<file path="src/rtl/cau_pkg.sv">
// ----------------------------------------------------------------------------
// cau_pkg: shared types, constants and helpers of the complex arithmetic unit
// Word format, operation and status codes, and the saturation helpers.
// ----------------------------------------------------------------------------
`default_nettype none

package cau_pkg;

  localparam int WORD_BITS = 16;
  localparam int FRAC_BITS = 8;

  // Full product width, signed sum width, quotient bits kept by the divider.
  localparam int PROD_W = 2 * WORD_BITS;
  localparam int SUM_W  = PROD_W + 1;
  localparam int QUO_W  = WORD_BITS + 1;
  localparam int REM_W  = PROD_W + FRAC_BITS;
  localparam int CMP_W  = PROD_W + FRAC_BITS + QUO_W + 1;

  typedef logic signed [WORD_BITS-1:0] word_t;
  typedef logic signed [PROD_W-1:0]    prod_t;
  typedef logic signed [SUM_W-1:0]     sum_t;
  typedef logic        [PROD_W-1:0]    mag_t;
  typedef logic        [REM_W-1:0]     rem_t;
  typedef logic        [QUO_W-1:0]     quo_t;

  typedef enum logic [1:0] {
    FN_ADD = 2'd0,
    FN_SUB = 2'd1,
    FN_MUL = 2'd2,
    FN_DIV = 2'd3
  } func_t;

  typedef enum logic [1:0] {
    ST_OK  = 2'd0,
    ST_OVF = 2'd1,
    ST_DZ  = 2'd2
  } status_t;

  // Result of the product stages: component sums and divisor magnitude.
  typedef struct packed {
    func_t func;
    sum_t  re;
    sum_t  im;
    mag_t  den;
  } prod_res_t;

  // Sideband carried alongside the divider.
  typedef struct packed {
    logic  is_div;
    logic  dz;
    logic  neg_re;
    logic  neg_im;
    word_t re;
    word_t im;
    logic  sat;
  } side_t;

  typedef struct packed {
    word_t val;
    logic  sat;
  } sat_word_t;

  localparam word_t WORD_MAX = word_t'({1'b0, {(WORD_BITS-1){1'b1}}});
  localparam word_t WORD_MIN = word_t'({1'b1, {(WORD_BITS-1){1'b0}}});

  // Clamp a wide signed value to the word range.
  function automatic sat_word_t sat_word(input sum_t v);
    sat_word_t r;
    if (v > sum_t'(WORD_MAX)) begin
      r.val = WORD_MAX;
      r.sat = 1'b1;
    end else if (v < sum_t'(WORD_MIN)) begin
      r.val = WORD_MIN;
      r.sat = 1'b1;
    end else begin
      r.val = v[WORD_BITS-1:0];
      r.sat = 1'b0;
    end
    return r;
  endfunction

  // Apply the sign to a quotient magnitude and clamp it.
  function automatic sat_word_t sat_quo(input quo_t q, input logic ovf, input logic neg);
    sat_word_t r;
    quo_t      neg_lim;
    quo_t      pos_lim;
    neg_lim = quo_t'(1) << (WORD_BITS - 1);
    pos_lim = neg_lim - quo_t'(1);
    if (neg) begin
      r.sat = ovf || (q > neg_lim);
      r.val = r.sat ? WORD_MIN : word_t'(quo_t'(0) - q);
    end else begin
      r.sat = ovf || (q > pos_lim);
      r.val = r.sat ? WORD_MAX : word_t'(q);
    end
    return r;
  endfunction

endpackage

`default_nettype wire

</file>
<file path="src/rtl/cau_mult_stage.sv">
// ----------------------------------------------------------------------------
// cau_mult_stage: product and sum stages
// Stage one forms the six operand products and the add/subtract result;
// stage two combines them per operation and forms the divisor magnitude.
// ----------------------------------------------------------------------------
`default_nettype none

module cau_mult_stage (
  input  wire logic               clk,
  input  wire logic               rst_n,
  input  wire logic               en,
  input  wire logic               in_valid,
  input  wire logic [1:0]         in_func,
  input  wire cau_pkg::word_t     a_re,
  input  wire cau_pkg::word_t     a_im,
  input  wire cau_pkg::word_t     b_re,
  input  wire cau_pkg::word_t     b_im,
  output logic                    s2_valid,
  output cau_pkg::prod_res_t      s2
);
  import cau_pkg::*;

  logic  v1_r;
  func_t f1_r;
  prod_t prr_r, pii_r, pri_r, pir_r, pbr_r, pbi_r;
  sum_t  asre_r, asim_r;
  func_t f1_nxt;
  sum_t  asre_nxt, asim_nxt;

  logic      v2_r;
  prod_res_t s2_r, s2_nxt;

  always_comb begin
    f1_nxt = func_t'(in_func);
    if (f1_nxt == FN_SUB) begin
      asre_nxt = sum_t'(a_re) - sum_t'(b_re);
      asim_nxt = sum_t'(a_im) - sum_t'(b_im);
    end else begin
      asre_nxt = sum_t'(a_re) + sum_t'(b_re);
      asim_nxt = sum_t'(a_im) + sum_t'(b_im);
    end
  end

  always_ff @(posedge clk) begin
    if (!rst_n) begin
      v1_r <= 1'b0;
      v2_r <= 1'b0;
    end else if (en) begin
      v1_r <= in_valid;
      v2_r <= v1_r;
    end
  end

  always_ff @(posedge clk) begin
    if (en) begin
      f1_r   <= f1_nxt;
      prr_r  <= prod_t'(a_re) * prod_t'(b_re);
      pii_r  <= prod_t'(a_im) * prod_t'(b_im);
      pri_r  <= prod_t'(a_re) * prod_t'(b_im);
      pir_r  <= prod_t'(a_im) * prod_t'(b_re);
      pbr_r  <= prod_t'(b_re) * prod_t'(b_re);
      pbi_r  <= prod_t'(b_im) * prod_t'(b_im);
      asre_r <= asre_nxt;
      asim_r <= asim_nxt;
      s2_r   <= s2_nxt;
    end
  end

  // Squares are never negative, so their sum fits the unsigned product width.
  always_comb begin
    s2_nxt.func = f1_r;
    s2_nxt.den  = mag_t'(pbr_r) + mag_t'(pbi_r);
    case (f1_r)
      FN_MUL: begin
        s2_nxt.re = sum_t'(prr_r) - sum_t'(pii_r);
        s2_nxt.im = sum_t'(pri_r) + sum_t'(pir_r);
      end
      FN_DIV: begin
        s2_nxt.re = sum_t'(prr_r) + sum_t'(pii_r);
        s2_nxt.im = sum_t'(pir_r) - sum_t'(pri_r);
      end
      default: begin
        s2_nxt.re = asre_r;
        s2_nxt.im = asim_r;
      end
    endcase
  end

  assign s2_valid = v2_r;
  assign s2       = s2_r;

endmodule

`default_nettype wire

</file>
<file path="config.mk">
export PLATFORM = sky130hd
export DESIGN_NAME = cau_mult_stage
export DESIGN_NICKNAME = d
export VERILOG_FILES = /design/src/rtl/cau_pkg.sv /design/src/rtl/cau_mult_stage.sv
export SDC_FILE = /design/constraint.sdc
export NUM_CORES = 2
export LEC_CHECK = 0
export BUFFER_PORTS_ARGS = -buffer_cell sky130_fd_sc_hd__buf_2
export CAP_MARGIN = 40
export CORE_UTILIZATION = 62
export CTS_CLUSTER_DIAMETER = 60
export DETAILED_ROUTE_END_ITERATION = 7
export PLACE_DENSITY = 0.79
export SYNTH_ARGS = -nofsm -noshare
export SYNTH_HDL_FRONTEND = slang
export SYNTH_SLANG_ARGS = --single-unit
</file>
<file path="constraint.sdc">
create_clock -name clk -period 10.6 [get_ports clk]
set_input_delay 2.12 -clock clk [delete_from_list [all_inputs] [get_ports clk]]
set_output_delay 2.12 -clock clk [all_outputs]
set_load 0.05 [all_outputs]
</file>
==> Word level (Yosys, flattened, before mapping) <==
Cells that the tools add are included.
{ "totals": {"ff_bits": 362, "in_bits": 70, "wordCells": 36} }
{ "classes": {"add_sub_neg": 9, "multipliers": 6, "eq_ne": 3, "mux": 3} }
{ "ops": {"columns": ["operator", "n"], "rows": [
  ["$mul 16x16->32", 6],
  ["$pmux 66 s2", 1],
  ["$add 32x32->33", 2],
  ["$mux 33", 2],
  ["$sub 32x32->33", 2],
  ["$add 16x16->17", 2],
  ["$sub 16x16->17", 2],
  ["$add 32x32->32", 1],
  ["$eq 2x2->1 const B", 2],
  ["$eq 2x1->1 const B", 1]
]} }

==> Logic depth before layout (Yosys ltp) <==
{ "logic_depth": {"depth_word": 2, "depth_mapped": 26, "mapped_depth_nobuf": 24} }

==> Worst setup path before layout <==
Ideal clock, no wire load.
{ "synth_timing": {"path_kind": "in2reg", "startpoint": "in b_re[2]", "endpoint": "reg prr_r[31] (data pin)", "setup_time_ns": 0.260, "arrival_ns": 8.192, "setup_slack_ns": 2.149, "cell_stages": 23, "n_path_buf": 3, "cell_sequence": "clkbuf_1 -> clkbuf_1 -> clkbuf_1 -> nand2_1 -> fa_1 -> fa_1 -> fa_1 -> inv_1 -> fa_1 -> fa_1 -> inv_1 -> fa_1 -> inv_1 -> ha_1 -> a41o_1 -> a221oi_1 -> o31ai_1 -> a2111oi_0 -> o31ai_1 -> o31ai_1 -> nand2b_1 -> a21oi_1 -> xnor2_1"} }
{ "synth_between": {"elab_chain_cells": 1} }
{ "synth_rtl": {"columns": ["element", "line_no", "text"], "rows": [
  ["start: declaration", "cau_mult_stage.sv:16", "input wire cau_pkg::word_t b_re,"],
  ["$mul 16x16->32", "cau_mult_stage.sv:57", "prr_r <= prod_t'(a_re) * prod_t'(b_re);"],
  ["end signal: assignment", "cau_mult_stage.sv:57", null],
  ["end: declaration", "cau_mult_stage.sv:25", "prod_t prr_r, pii_r, pri_r, pir_r, pbr_r, pbi_r;"]
]} }
Every way passes these cells.
A chain may end at the register's enable or synchronous reset.

==> Worst setup path in the final report <==
Ends and elaborated chain as after synthesis.

==> summary.txt <==
Floorplan
  – Initial core utilization: a little over three fifths
  – Rows: ~130
  – Die height: ~350 µm
  – Core Box Area: about 120000 µm²
  – Die area: between 100000 and 150000 µm²
  – Boundary pin count: 171
  – Chip width: roughly 350 µm

Synthesis
  – Netlist cell types: between 80 and 90
  – Sequential element share of the synthesized area: around an eighth
  – Synthesized instance count: between 7k and 8k
  – Syn Nets: 10.1k
  – Top-count cell post-synth: inv_1
  – Synthesized cell area: approximately 75000 µm²
  – Yosys top cell by area: fa_1
  – YS warnings: 0
  – Synth top area share: about two fifths
  – Synthesized flop and latch total: between 300 and 400
  – List of most frequent post-synthesis cells: inv_1, fa_1, nand2_1, ha_1, and2_1
  – Top cells by area, synth: fa_1, edfxtp_1, ha_1, inv_1, and2_1
  – Post-synth EDFFs: between 300 and 400
  – Share of synthesized registers carrying an async set or reset: 0%
  – Predominant post-synthesis flop cell: edfxtp_1
  – Avg Inst Size Synth: roughly 9.6 µm²

Clocking
  – Post-CTS sizing: 0
  – Clock sink count: 328
  – Num CTS Buffers: 42
  – Post-CTS Hold Buffers: 0
  – Post-CTS setup buffers: 0
  – Clock tree buffer depth: 3
  – CTS H-tree depth: 2
  – TritonCTS clock tree: yes
  – Clock slew at reported path FFs: around 60 ps
  – Root Buffer Master: clkbuf_16
  – Skew-Pair Late Insertion Delay: 630 ps

GRT
  – Vias in the first global route: 57.6k
  – Initial antenna violation count: 20
  – Total gr overflow: 0
  – GRT Total Usage: ~34%
  – First-pass GRT wire length: approximately 320 mm
  – Largest net degree at the start of global routing: about 150

Critical path
  – CP Max Fanout: 34
  – Crit. End Element: flip-flop
  – Crit path arrival time: a little over 9000 ps
  – Register-to-Register Setup Slack: roughly 5000 ps
  – FF-to-FF path depth: 16
  – CP required: 10960 ps
  – CP max-delay cell: a2111oi_0
  – Most used cell, CP: fa_1
  – Critical path startpoint category: input port
  – CP Class: input port to flip-flop
  – RR Startpoint: pii_r[4]$_DFFE_PP_
  – Crit-path max cell delay: roughly 830 ps
  – Crit path cell chain: buf_2 > buf_4 > nand2_1 > fa_1 > fa_1 > fa_1 > inv_1 > fa_1 > fa_1 > inv_1 > fa_1 > inv_1 > ha_1 > and2_1 > a221oi_1 > o31ai_1 > a2111oi_0 > o31ai_1 > o31ai_1 > nand2b_1 > a21oi_1 > xnor2_1
  – Worst R2R End: s2[94]$_DFFE_PP_

Drt
  – DR vias: between 50k and 60k
  – Routed Antenna Nets: 0
  – Initial DRC Count: ~4.7k
  – Final wirelength: between 150 and 200 mm
  – Via/cell ratio: approximately 5.7
  – Routed WL per cell: 21.0 µm
  – Residual DRC: 0
  – First-pass detailed-route iteration total: 7

Finish
  – Final net count: ~10k
  – Layout Cells excl Fill: 9487
  – Synthesis-to-finish area growth: 5.52%
  – Share of post-route cells with drive strength above 1: 5.12%
  – Total of fill cells in the finished design: just over 9k

Worst hold path
  – HP Class: flip-flop to flip-flop
  – Worst hold start: s2_valid$_SDFFE_PN0P_
  – Worst Hold Path EP: s2_valid$_SDFFE_PN0P_
  – Hold Crit Depth: 2

STA
  – Worst Clk Skew: roughly 35 ps
  – Final setup violating endpoints: 0
  – Worst slew pin tran: about 1000 ps
  – Rel. slew slack: roughly 34%
  – RSZ-0062 raised after global routing: no
  – Setup_tns: 0 ps
  – Fmax: approximately 110 MHz
  – Post-route minimum period: just under 9000 ps
  – Max-slew violations: 0
  – Tcrit/Tclk final: between 80% and 90%
  – Final Hold Fails: 0

Placed design
  – GPL Wtd Cong: slightly below 1
  – I/O Buffers: 170
  – HPWL after DPL: ~160 mm
  – Post-placement cell count: 9407

Run status
  – Outcome: completed

Run
  – Max Cap Viol: 0
## placed cells by master, fill, tap and decap left out, types with 56 or more instances in the layout
cell / n
a21oi_1: 233
nand3_1: 56
o21ai_0: 143
fa_1: 1519
edfxtp_1: 326
inv_1: 1836
a21o_1: 105
xnor2_1: 297
nor3_1: 70
ha_1: 645
buf_4: 81
nor2_1: 339
xor2_1: 106
and2_1: 547
nand2_1: 731
buf_2: 169
## kinds of logic after synthesis
kind of cell | count (synthesis) | synth area share [%]
compound gates | 801 | 6.97
xor+xnor | 404 | 4.73
fa+ha+maj | 2164 | 51.3
buf+inv | 2149 | 10.8
flops | 328 | 13.1
mux | 32 | 0.465
simple gates | 1952 | 12.6
## metrics by stage
step	hold slack [ps]	utilization, %	worst slack, ps	instance area [µm²]
2_1_floorplan	451	-	2150	75000
3_3_place_gp	492	64.5	1320	77400
3_5_place_dp	520	64.8	1240	77700
4_1_cts	535	66.0	1900	79100
5_1_grt	559	66.0	1430	79100
6_report	532	66.0	1670	79100
## cell type report
cell class                      instances  area, µm²  area share (%)
Sequential cell                       328       9830            12.4
Multi-Input combinational cell       5353      57100            72.1
Clock inverter                         30        360           0.455
Clock buffer                           48       1070            1.36
Antenna cell                            2       5.00         0.00632
Timing Repair Buffer                  267       1830            2.32
Inverter                             1847       6930            8.76
Tap cell                             1612       2020            2.55
## how the worst max path moves through the flow
stage / start / slack [ps] / cells past startpoint / endpoint
after floorplan: b_re[2] / 2150 / 23 / prr_r[31]$_DFFE_PP_
after global placement: b_re[2] / 1320 / 22 / prr_r[31]$_DFFE_PP_
after detailed placement: b_re[2] / 1240 / 22 / prr_r[31]$_DFFE_PP_
after CTS: b_re[2] / 1900 / 22 / prr_r[31]$_DFFE_PP_
after global routing: b_re[2] / 1430 / 22 / prr_r[31]$_DFFE_PP_
final: b_re[2] / 1670 / 22 / prr_r[31]$_DFFE_PP_
## flip-flops by register name (all words and copies together), names as in the netlist
register	count
f1_r	2
asre_r	17
pir_r	32
s2	100
pbr_r	31
v1_r	1
pbi_r	31
pri_r	32
prr_r	32
s2_valid	1
asim_r	17
pii_r	32
## per-layer routing
metal	share of wire [%]	track usage, %
met1	38	44.9
met2	45	52.5
met3	11	7.90
met4	6.1	17.0
met5	0.095	0
## critical path: cells and delay by family
family                   cells  cell delay (ps)
buffers and inverters        5             1220
AND/OR/NAND/NOR              3              400
AO/OA/AOI/OAI                6             2080
adder cells (fa/ha/maj)      7             3360
XOR/XNOR                     1               80
Power is not shown: default switching activity piles up to over one toggle a cycle in this logic, so the estimate is an artifact.
