### src/rtl/cau_pkg.sv
// ----------------------------------------------------------------------------
// cau_pkg: shared types, constants and helpers of the complex arithmetic unit
// Word format, operation and status codes, and the saturation helpers.
// ----------------------------------------------------------------------------
`default_nettype none

package cau_pkg;

  localparam int WORD_BITS = 16;
  localparam int FRAC_BITS = 8;

  // Full product width, signed sum width, quotient bits kept by the divider.
  localparam int PROD_W = 2 * WORD_BITS;
  localparam int SUM_W  = PROD_W + 1;
  localparam int QUO_W  = WORD_BITS + 1;
  localparam int REM_W  = PROD_W + FRAC_BITS;
  localparam int CMP_W  = PROD_W + FRAC_BITS + QUO_W + 1;

  typedef logic signed [WORD_BITS-1:0] word_t;
  typedef logic signed [PROD_W-1:0]    prod_t;
  typedef logic signed [SUM_W-1:0]     sum_t;
  typedef logic        [PROD_W-1:0]    mag_t;
  typedef logic        [REM_W-1:0]     rem_t;
  typedef logic        [QUO_W-1:0]     quo_t;

  typedef enum logic [1:0] {
    FN_ADD = 2'd0,
    FN_SUB = 2'd1,
    FN_MUL = 2'd2,
    FN_DIV = 2'd3
  } func_t;

  typedef enum logic [1:0] {
    ST_OK  = 2'd0,
    ST_OVF = 2'd1,
    ST_DZ  = 2'd2
  } status_t;

  // Result of the product stages: component sums and divisor magnitude.
  typedef struct packed {
    func_t func;
    sum_t  re;
    sum_t  im;
    mag_t  den;
  } prod_res_t;

  // Sideband carried alongside the divider.
  typedef struct packed {
    logic  is_div;
    logic  dz;
    logic  neg_re;
    logic  neg_im;
    word_t re;
    word_t im;
    logic  sat;
  } side_t;

  typedef struct packed {
    word_t val;
    logic  sat;
  } sat_word_t;

  localparam word_t WORD_MAX = word_t'({1'b0, {(WORD_BITS-1){1'b1}}});
  localparam word_t WORD_MIN = word_t'({1'b1, {(WORD_BITS-1){1'b0}}});

  // Clamp a wide signed value to the word range.
  function automatic sat_word_t sat_word(input sum_t v);
    sat_word_t r;
    if (v > sum_t'(WORD_MAX)) begin
      r.val = WORD_MAX;
      r.sat = 1'b1;
    end else if (v < sum_t'(WORD_MIN)) begin
      r.val = WORD_MIN;
      r.sat = 1'b1;
    end else begin
      r.val = v[WORD_BITS-1:0];
      r.sat = 1'b0;
    end
    return r;
  endfunction

  // Apply the sign to a quotient magnitude and clamp it.
  function automatic sat_word_t sat_quo(input quo_t q, input logic ovf, input logic neg);
    sat_word_t r;
    quo_t      neg_lim;
    quo_t      pos_lim;
    neg_lim = quo_t'(1) << (WORD_BITS - 1);
    pos_lim = neg_lim - quo_t'(1);
    if (neg) begin
      r.sat = ovf || (q > neg_lim);
      r.val = r.sat ? WORD_MIN : word_t'(quo_t'(0) - q);
    end else begin
      r.sat = ovf || (q > pos_lim);
      r.val = r.sat ? WORD_MAX : word_t'(q);
    end
    return r;
  endfunction

endpackage

`default_nettype wire

### src/rtl/cau_div_pipe.sv
// ----------------------------------------------------------------------------
// cau_div_pipe: pipelined restoring divider for both result components
// One quotient bit per stage; the first stage also flags quotients that
// exceed the kept quotient width.
// ----------------------------------------------------------------------------
`default_nettype none

module cau_div_pipe (
  input  wire logic            clk,
  input  wire logic            rst_n,
  input  wire logic            en,
  input  wire logic            in_valid,
  input  wire cau_pkg::side_t  in_side,
  input  wire cau_pkg::mag_t   num_re,
  input  wire cau_pkg::mag_t   num_im,
  input  wire cau_pkg::mag_t   den,
  output logic                 out_valid,
  output cau_pkg::side_t       out_side,
  output cau_pkg::quo_t        q_re,
  output cau_pkg::quo_t        q_im,
  output logic                 ovf_re,
  output logic                 ovf_im
);
  import cau_pkg::*;

  logic  vld_r  [QUO_W];
  side_t side_r [QUO_W];
  rem_t  rre_r  [QUO_W];
  rem_t  rim_r  [QUO_W];
  quo_t  qre_r  [QUO_W];
  quo_t  qim_r  [QUO_W];
  mag_t  den_r  [QUO_W];
  logic  ovre_r [QUO_W];
  logic  ovim_r [QUO_W];

  for (genvar j = 0; j < QUO_W; j++) begin : g_stage
    localparam int K = QUO_W - 1 - j;
    logic             v_in, ovre_in, ovim_in, ge_re, ge_im;
    side_t            side_in;
    rem_t             rre_in, rim_in;
    quo_t             qre_in, qim_in;
    mag_t             den_in;
    logic [CMP_W-1:0] dsh;

    if (j == 0) begin : g_first
      assign v_in    = in_valid;
      assign side_in = in_side;
      assign rre_in  = rem_t'(num_re) << FRAC_BITS;
      assign rim_in  = rem_t'(num_im) << FRAC_BITS;
      assign qre_in  = '0;
      assign qim_in  = '0;
      assign den_in  = den;
      assign ovre_in = CMP_W'(rre_in) >= (CMP_W'(den_in) << QUO_W);
      assign ovim_in = CMP_W'(rim_in) >= (CMP_W'(den_in) << QUO_W);
    end else begin : g_next
      assign v_in    = vld_r[j-1];
      assign side_in = side_r[j-1];
      assign rre_in  = rre_r[j-1];
      assign rim_in  = rim_r[j-1];
      assign qre_in  = qre_r[j-1];
      assign qim_in  = qim_r[j-1];
      assign den_in  = den_r[j-1];
      assign ovre_in = ovre_r[j-1];
      assign ovim_in = ovim_r[j-1];
    end

    assign dsh   = CMP_W'(den_in) << K;
    assign ge_re = CMP_W'(rre_in) >= dsh;
    assign ge_im = CMP_W'(rim_in) >= dsh;

    always_ff @(posedge clk) begin
      if (!rst_n) begin
        vld_r[j] <= 1'b0;
      end else if (en) begin
        vld_r[j] <= v_in;
      end
    end

    always_ff @(posedge clk) begin
      if (en) begin
        side_r[j] <= side_in;
        den_r[j]  <= den_in;
        ovre_r[j] <= ovre_in;
        ovim_r[j] <= ovim_in;
        rre_r[j]  <= ge_re ? rem_t'(CMP_W'(rre_in) - dsh) : rre_in;
        rim_r[j]  <= ge_im ? rem_t'(CMP_W'(rim_in) - dsh) : rim_in;
        qre_r[j]  <= qre_in | (quo_t'(ge_re) << K);
        qim_r[j]  <= qim_in | (quo_t'(ge_im) << K);
      end
    end
  end

  assign out_valid = vld_r[QUO_W-1];
  assign out_side  = side_r[QUO_W-1];
  assign q_re      = qre_r[QUO_W-1];
  assign q_im      = qim_r[QUO_W-1];
  assign ovf_re    = ovre_r[QUO_W-1];
  assign ovf_im    = ovim_r[QUO_W-1];

endmodule

`default_nettype wire

### config.mk
export PLATFORM = sky130hd
export DESIGN_NAME = cau_div_pipe
export DESIGN_NICKNAME = d
export VERILOG_FILES = /design/src/rtl/cau_pkg.sv /design/src/rtl/cau_div_pipe.sv
export SDC_FILE = /design/constraint.sdc
export NUM_CORES = 2
export LEC_CHECK = 0
export BUFFER_PORTS_ARGS = -buffer_cell sky130_fd_sc_hd__buf_2
export CORE_MARGIN = 1.5
export CORE_UTILIZATION = 65
export DETAILED_ROUTE_END_ITERATION = 16
export MAX_ROUTING_LAYER = met4
export PLACE_DENSITY = 0.79
export SETUP_SLACK_MARGIN = 0.4
export SLEW_MARGIN = 5
export SYNTH_ARGS = -nofsm -noshare
export SYNTH_HDL_FRONTEND = slang
export SYNTH_SLANG_ARGS = --single-unit
### constraint.sdc
create_clock -name clk -period 5.51 [get_ports clk]
set_input_delay 0 -clock clk [delete_from_list [all_inputs] [get_ports clk]]
set_output_delay 0 -clock clk [all_outputs]
set_load 0.01 [all_outputs]
## After elaboration in Yosys (flattened, before gate mapping)

Memory sizes are Yosys's and may differ from the RTL's.
Index checks and enable logic that the tools add are counted.

- $add $sub $neg: 34
- Order comparisons: 36
- Mux-type cells: 56
- Bitwise operators: 49

Operator list:

| cell | number |
|---|---|
| two-way mux 40 bit | 34 |
| subtractor 40 bit | 18 |
| >= comparator 40 x 49 -> 1 bit | 2 |
| >= comparator 40 x 48 -> 1 bit | 2 |
| >= comparator 40 x 47 -> 1 bit | 2 |
| >= comparator 40 x 46 -> 1 bit | 2 |
| >= comparator 40 x 45 -> 1 bit | 2 |
| >= comparator 40 x 44 -> 1 bit | 2 |
| >= comparator 40 x 43 -> 1 bit | 2 |
| >= comparator 40 x 42 -> 1 bit | 2 |
| >= comparator 40 x 41 -> 1 bit | 2 |
| >= comparator 40 x 32 -> 1 bit | 2 |
| >= comparator 40 x 33 -> 1 bit | 2 |
| >= comparator 40 x 34 -> 1 bit | 2 |
| >= comparator 40 x 35 -> 1 bit | 2 |
| >= comparator 40 x 36 -> 1 bit | 2 |
| >= comparator 40 x 37 -> 1 bit | 2 |
| >= comparator 40 x 38 -> 1 bit | 2 |
| >= comparator 40 x 39 -> 1 bit | 2 |
| >= comparator 40 bit | 2 |
| subtractor 40 x 32 -> 40 bit | 2 |
| subtractor 40 x 33 -> 40 bit | 2 |
| subtractor 40 x 34 -> 40 bit | 2 |
| subtractor 40 x 35 -> 40 bit | 2 |
| other kinds (22) | 79 |

- Register bits after elaboration: 0
- Bits in writable memories: 3,162
- Input bits: 137
- Output and inout port bits: 74
- Memories kept: 9

Memory list:

| memory | words | width | read ports | clocked after memory_dff | wr ports | line | RTL |
|---|---|---|---|---|---|---|---|
| rim_r | 17 | 40 | 16 | 0 | 17 | cau_div_pipe.sv:29 | `rem_t rim_r [QUO_W];` |
| rre_r | 17 | 40 | 16 | 0 | 17 | cau_div_pipe.sv:28 | `rem_t rre_r [QUO_W];` |
| side_r | 17 | 37 | 17 | 0 | 17 | cau_div_pipe.sv:27 | `side_t side_r [QUO_W];` |
| den_r | 17 | 32 | 16 | 0 | 17 | cau_div_pipe.sv:32 | `mag_t den_r [QUO_W];` |
| qim_r | 17 | 17 | 17 | 0 | 17 | cau_div_pipe.sv:31 | `quo_t qim_r [QUO_W];` |
| qre_r | 17 | 17 | 17 | 0 | 17 | cau_div_pipe.sv:30 | `quo_t qre_r [QUO_W];` |
| 3 more memories | n/a | n/a | n/a | n/a | n/a | n/a |  |

## Logic depth before layout (Yosys ltp)

- Depth in word-level cells: 4
- Mapped depth: 16
- Mapped depth without buffers: 14

## Least setup slack after synthesis

No wires, ideal clock.

- Path type: register to register
- From: memory den_r[0][96] (netlist bit)
- To: memory rim_r[0][192] (netlist bit) (data pin)
- Library setup time: 0.260 ns
- Arrival: 3.415 ns
- Path slack: 1.835 ns
- Cell stages (with the launch flop): 15
- Path buffers: 2
- Clock period less this slack: 3.675 ns
- Cell sequence: edfxtp_1 ha_1 fa_1 and2b_1 o21ai_1 a2111oi_1 o31a_1 a21oi_1 o311ai_1 a21o_1 a21o_1 o21a_1 buf_4 buf_4 mux2_2

RTL lines:

| what | line |
|---|---|
| from (decl) | cau_div_pipe.sv:32 |
| to (decl) | cau_div_pipe.sv:29 |

==> run_results.csv <==
group,metric,value,unit
sta,fmax,0.198,GHz
clock_network,path_clk_slew,70,ps
yosys,ys_ff_latch,2578,
yosys,syn-num-nets,13100,
run,drv_cap,0,
detailed_routing,routed_wl,416000,µm
clock_network,cts_tree,"built",
worst_setup_path,path_buf_inv,1,
placement,port_buffers,210,
detailed_routing,routed_via_density,6.61,
final_layout,multiInputGateArea,59500,µm²
clock_network,cts.sink_count,2578,
power,leakagePower,62.5,nW
floorplanning,fp.dieW,468,µm
power,p_per_area,454,nW/µm²
placement,pre_cts_ws,863,ps
worst_setup_path,slowest_stage,"nand2_1",
yosys,synth_edf_count,2577,
sta,grt_setup_unrepaired,"no",
grt,grtUsageTotal,0.383,
yosys,synth-async-reset-ratio,0,
clock_network,cts_made_buffers,289,
worst_setup_path,cp-start-kind,"flip-flop",
clock_network,cts_root_buf,"clkbuf_16",
clock_network,insertion_delay,1010,ps
worst_setup_path,path_cells,"inv_1 > fa_1 > nor2b_1 > o31a_1 > o41ai_2 > a21boi_1 > o41a_1 > a21oi_1 > a21boi_1 > o2111ai_1 > nand2_1 > mux2_2",
sta,setup_viol,0,
sta,hold_violations,0,
final_layout,fillers,13800,
sta,drv_slew,0,
floorplanning,dieArea,219000,µm²
detailed_routing,drc,0,
worst_setup_path,critPathArrivalTime,5650,ps
grt,grt_antenna_before_repair,29,
worst_setup_path,end_kind,"flip-flop",
sta,period_needed,5040,ps
sta,tns,0,ps
yosys,syn_inst,11900,
final_layout,final_cell_mix,"edfxtp_1 (2577), ha_1 (1060), a21oi_1 (1057)",
sta,max-slew-margin-rel,0.0597,
floorplanning,io_pins,211,
clock_network,ctsHtreeMaxLevel,5,
final_layout,final_net_count,13700,
worst_setup_path,worstSetupPathType,"reg2reg",
final_layout,syn2layout_area_growth,11.9,%
detailed_routing,vias,103000,
final_layout,seqCellArea,77400,µm²
yosys,synth_seq_area_share,0.550,
worst_setup_path,max_stage_delay,840,ps
worst_setup_path,ff2ff_setup_slack,470,ps
yosys,synth_top_area_share,0.550,
worst_setup_path,crit_required,6120,ps
yosys,synthFlopType,"edfxtp_1",
floorplanning,die_height,468,µm
grt,grt_max_degree,180,
worst_setup_path,critPathMaxFanout,25,
placement,place_hpwl,290000,µm
sta,tightest_slew,1410,ps
floorplanning,core-area,215000,µm²
worst_setup_path,cp_top_family,"compound AO/OA/AOI/OAI gates",
run_status,status,"finished clean",
yosys,yosys.area.top_type,"edfxtp_1",
placement,place.gp.congestion,1.04,
floorplanning,num_rows,170,
detailed_routing,avgRoutedWirePerCell,26.7,µm
grt,grt_first_pass_wirelength,611000,µm
power,vdd_drop_max,0.000398,V
clock_network,ctsResizeCount,0,
worst_setup_path,crit_path_frequent_cell,"a21boi_1",
clock_network,cts.path.max_buffers,4,
yosys,synth.distinct_cells,98,
yosys,yosys_warnings,0,
sta,period_share,0.916,
sta,finClkSkew,145,ps
yosys,synth_area,141000,µm²
floorplanning,initial_core_util,0.655,
detailed_routing,first_pass_iters,15,
yosys,synth.avg_cell_area,11.9,µm²
detailed_routing,antenna_left,0,
final_layout,final_common_cell,"edfxtp_1",
sta,postLayoutSetupSlackWorst,465,ps
grt,grt_overflow,0,
grt,grt_pass1_vias,97800,
final_layout,drive_above_1_share,0.0975,
worst_hold_path,holdCritPathClass,"in2reg",
yosys,synthTopCellsByArea,"edfxtp_1 (55%), ha_1 (9.4%), a21oi_1 (3.8%)",
detailed_routing,drt_iter0_drc,13100,
-- layer usage --
layer / vias up / global-route usage / wire length, µm
met1: 49200 / 0.511 / 165000
met4: 0 / 0.179 / 24400
met2: 6506 / 0.556 / 180000
met3: 1388 / 0.0914 / 46200
li1: 45700 / - / -
met5: - / - / 0
-- stage by stage --
| step | power, mW | util | hold slack (ps) | std cells | area, µm² |
|---|---|---|---|---|---|
| after detailed placement | 50.4 | 0.676 | 178 | 14800 | 145000 |
| after global routing | 74.2 | 0.732 | 31.1 | 15500 | 157000 |
| final | 71.5 | 0.732 | 32.1 | 15500 | 157000 |
| after global placement | 49.9 | 0.676 | 177 | 14800 | 145000 |
| after floorplan | 43.0 | - | 98.9 | 11900 | 141000 |
| after CTS | 70.4 | 0.732 | 0.589 | 15500 | 157000 |
-- worst paths after layout --
check             depth (start not counted)          from      endpoint
hold / removal                            4    num_re[21]  rre_r[0][29]
hold reg to reg                           0  qim_r[6][26]   qim_r[7][9]
setup / recovery                         12  rim_r[0][16]  rim_r[0][58]
setup reg to reg                         12  rim_r[0][16]  rim_r[0][58]
-- report_power, final --
part	switching [mW]	internal, mW	total, mW
Sequential	2.69	25.7	28.4
Clock	8.14	11.5	19.6
Combinational	14.3	9.23	23.5
Total	25.1	46.4	71.5
-- worst reg2reg max path: stages (launching register included) --
cell	delay, ps
edfxtp_1	470
inv_1	330
fa_1	370
nor2b_1	130
o31a_1	330
o41ai_2	470
a21boi_1	200
o41a_1	440
a21oi_1	200
a21boi_1	120
o2111ai_1	230
nand2_1	840
mux2_2	630
-- cell usage after synthesis, drive strengths merged (165+ instances only) --
library cell  instances
edfxtp             2577
a21oi              1062
ha                 1060
inv                 807
nor2                725
nand2               712
o21ai               711
xnor2               521
a21o                474
mux2                429
xor2                329
nand3               205
clkbuf              173
nand4               165
-- area by class of cell --
type | instances | area share
Timing Repair Buffer | 562 | 0.0294
Clock buffer | 343 | 0.0478
Clock inverter | 158 | 0.0115
Inverter | 807 | 0.0192
Sequential cell | 2578 | 0.491
Multi-Input combinational cell | 8238 | 0.378
Tap cell | 2838 | 0.0225
Antenna cell | 25 | 0.000397
-- sequential cells by signal, indices dropped and copies added, names as in the netlist --
name,cells
ovre_r,17
qre_r,153
ovim_r,17
side_r,629
vld_r,17
rim_r,540
den_r,512
qim_r,153
rre_r,540
-- logic make-up after synthesis --
kind of cell    Yosys count  share of synthesized area
compound gates         3181                      0.142
simple gates           2653                     0.0909
flops                  2578                      0.550
fa+ha+maj              1092                     0.0987
buf+inv                1055                     0.0289
xor+xnor                850                     0.0529
mux                     462                     0.0371
-- timing repair --
item	in CTS	in global routing
hold buffers	271	0
setup buffers	0	0
endpoints found under the hold margin	372	0
Power figures use the tool's default switching activity.
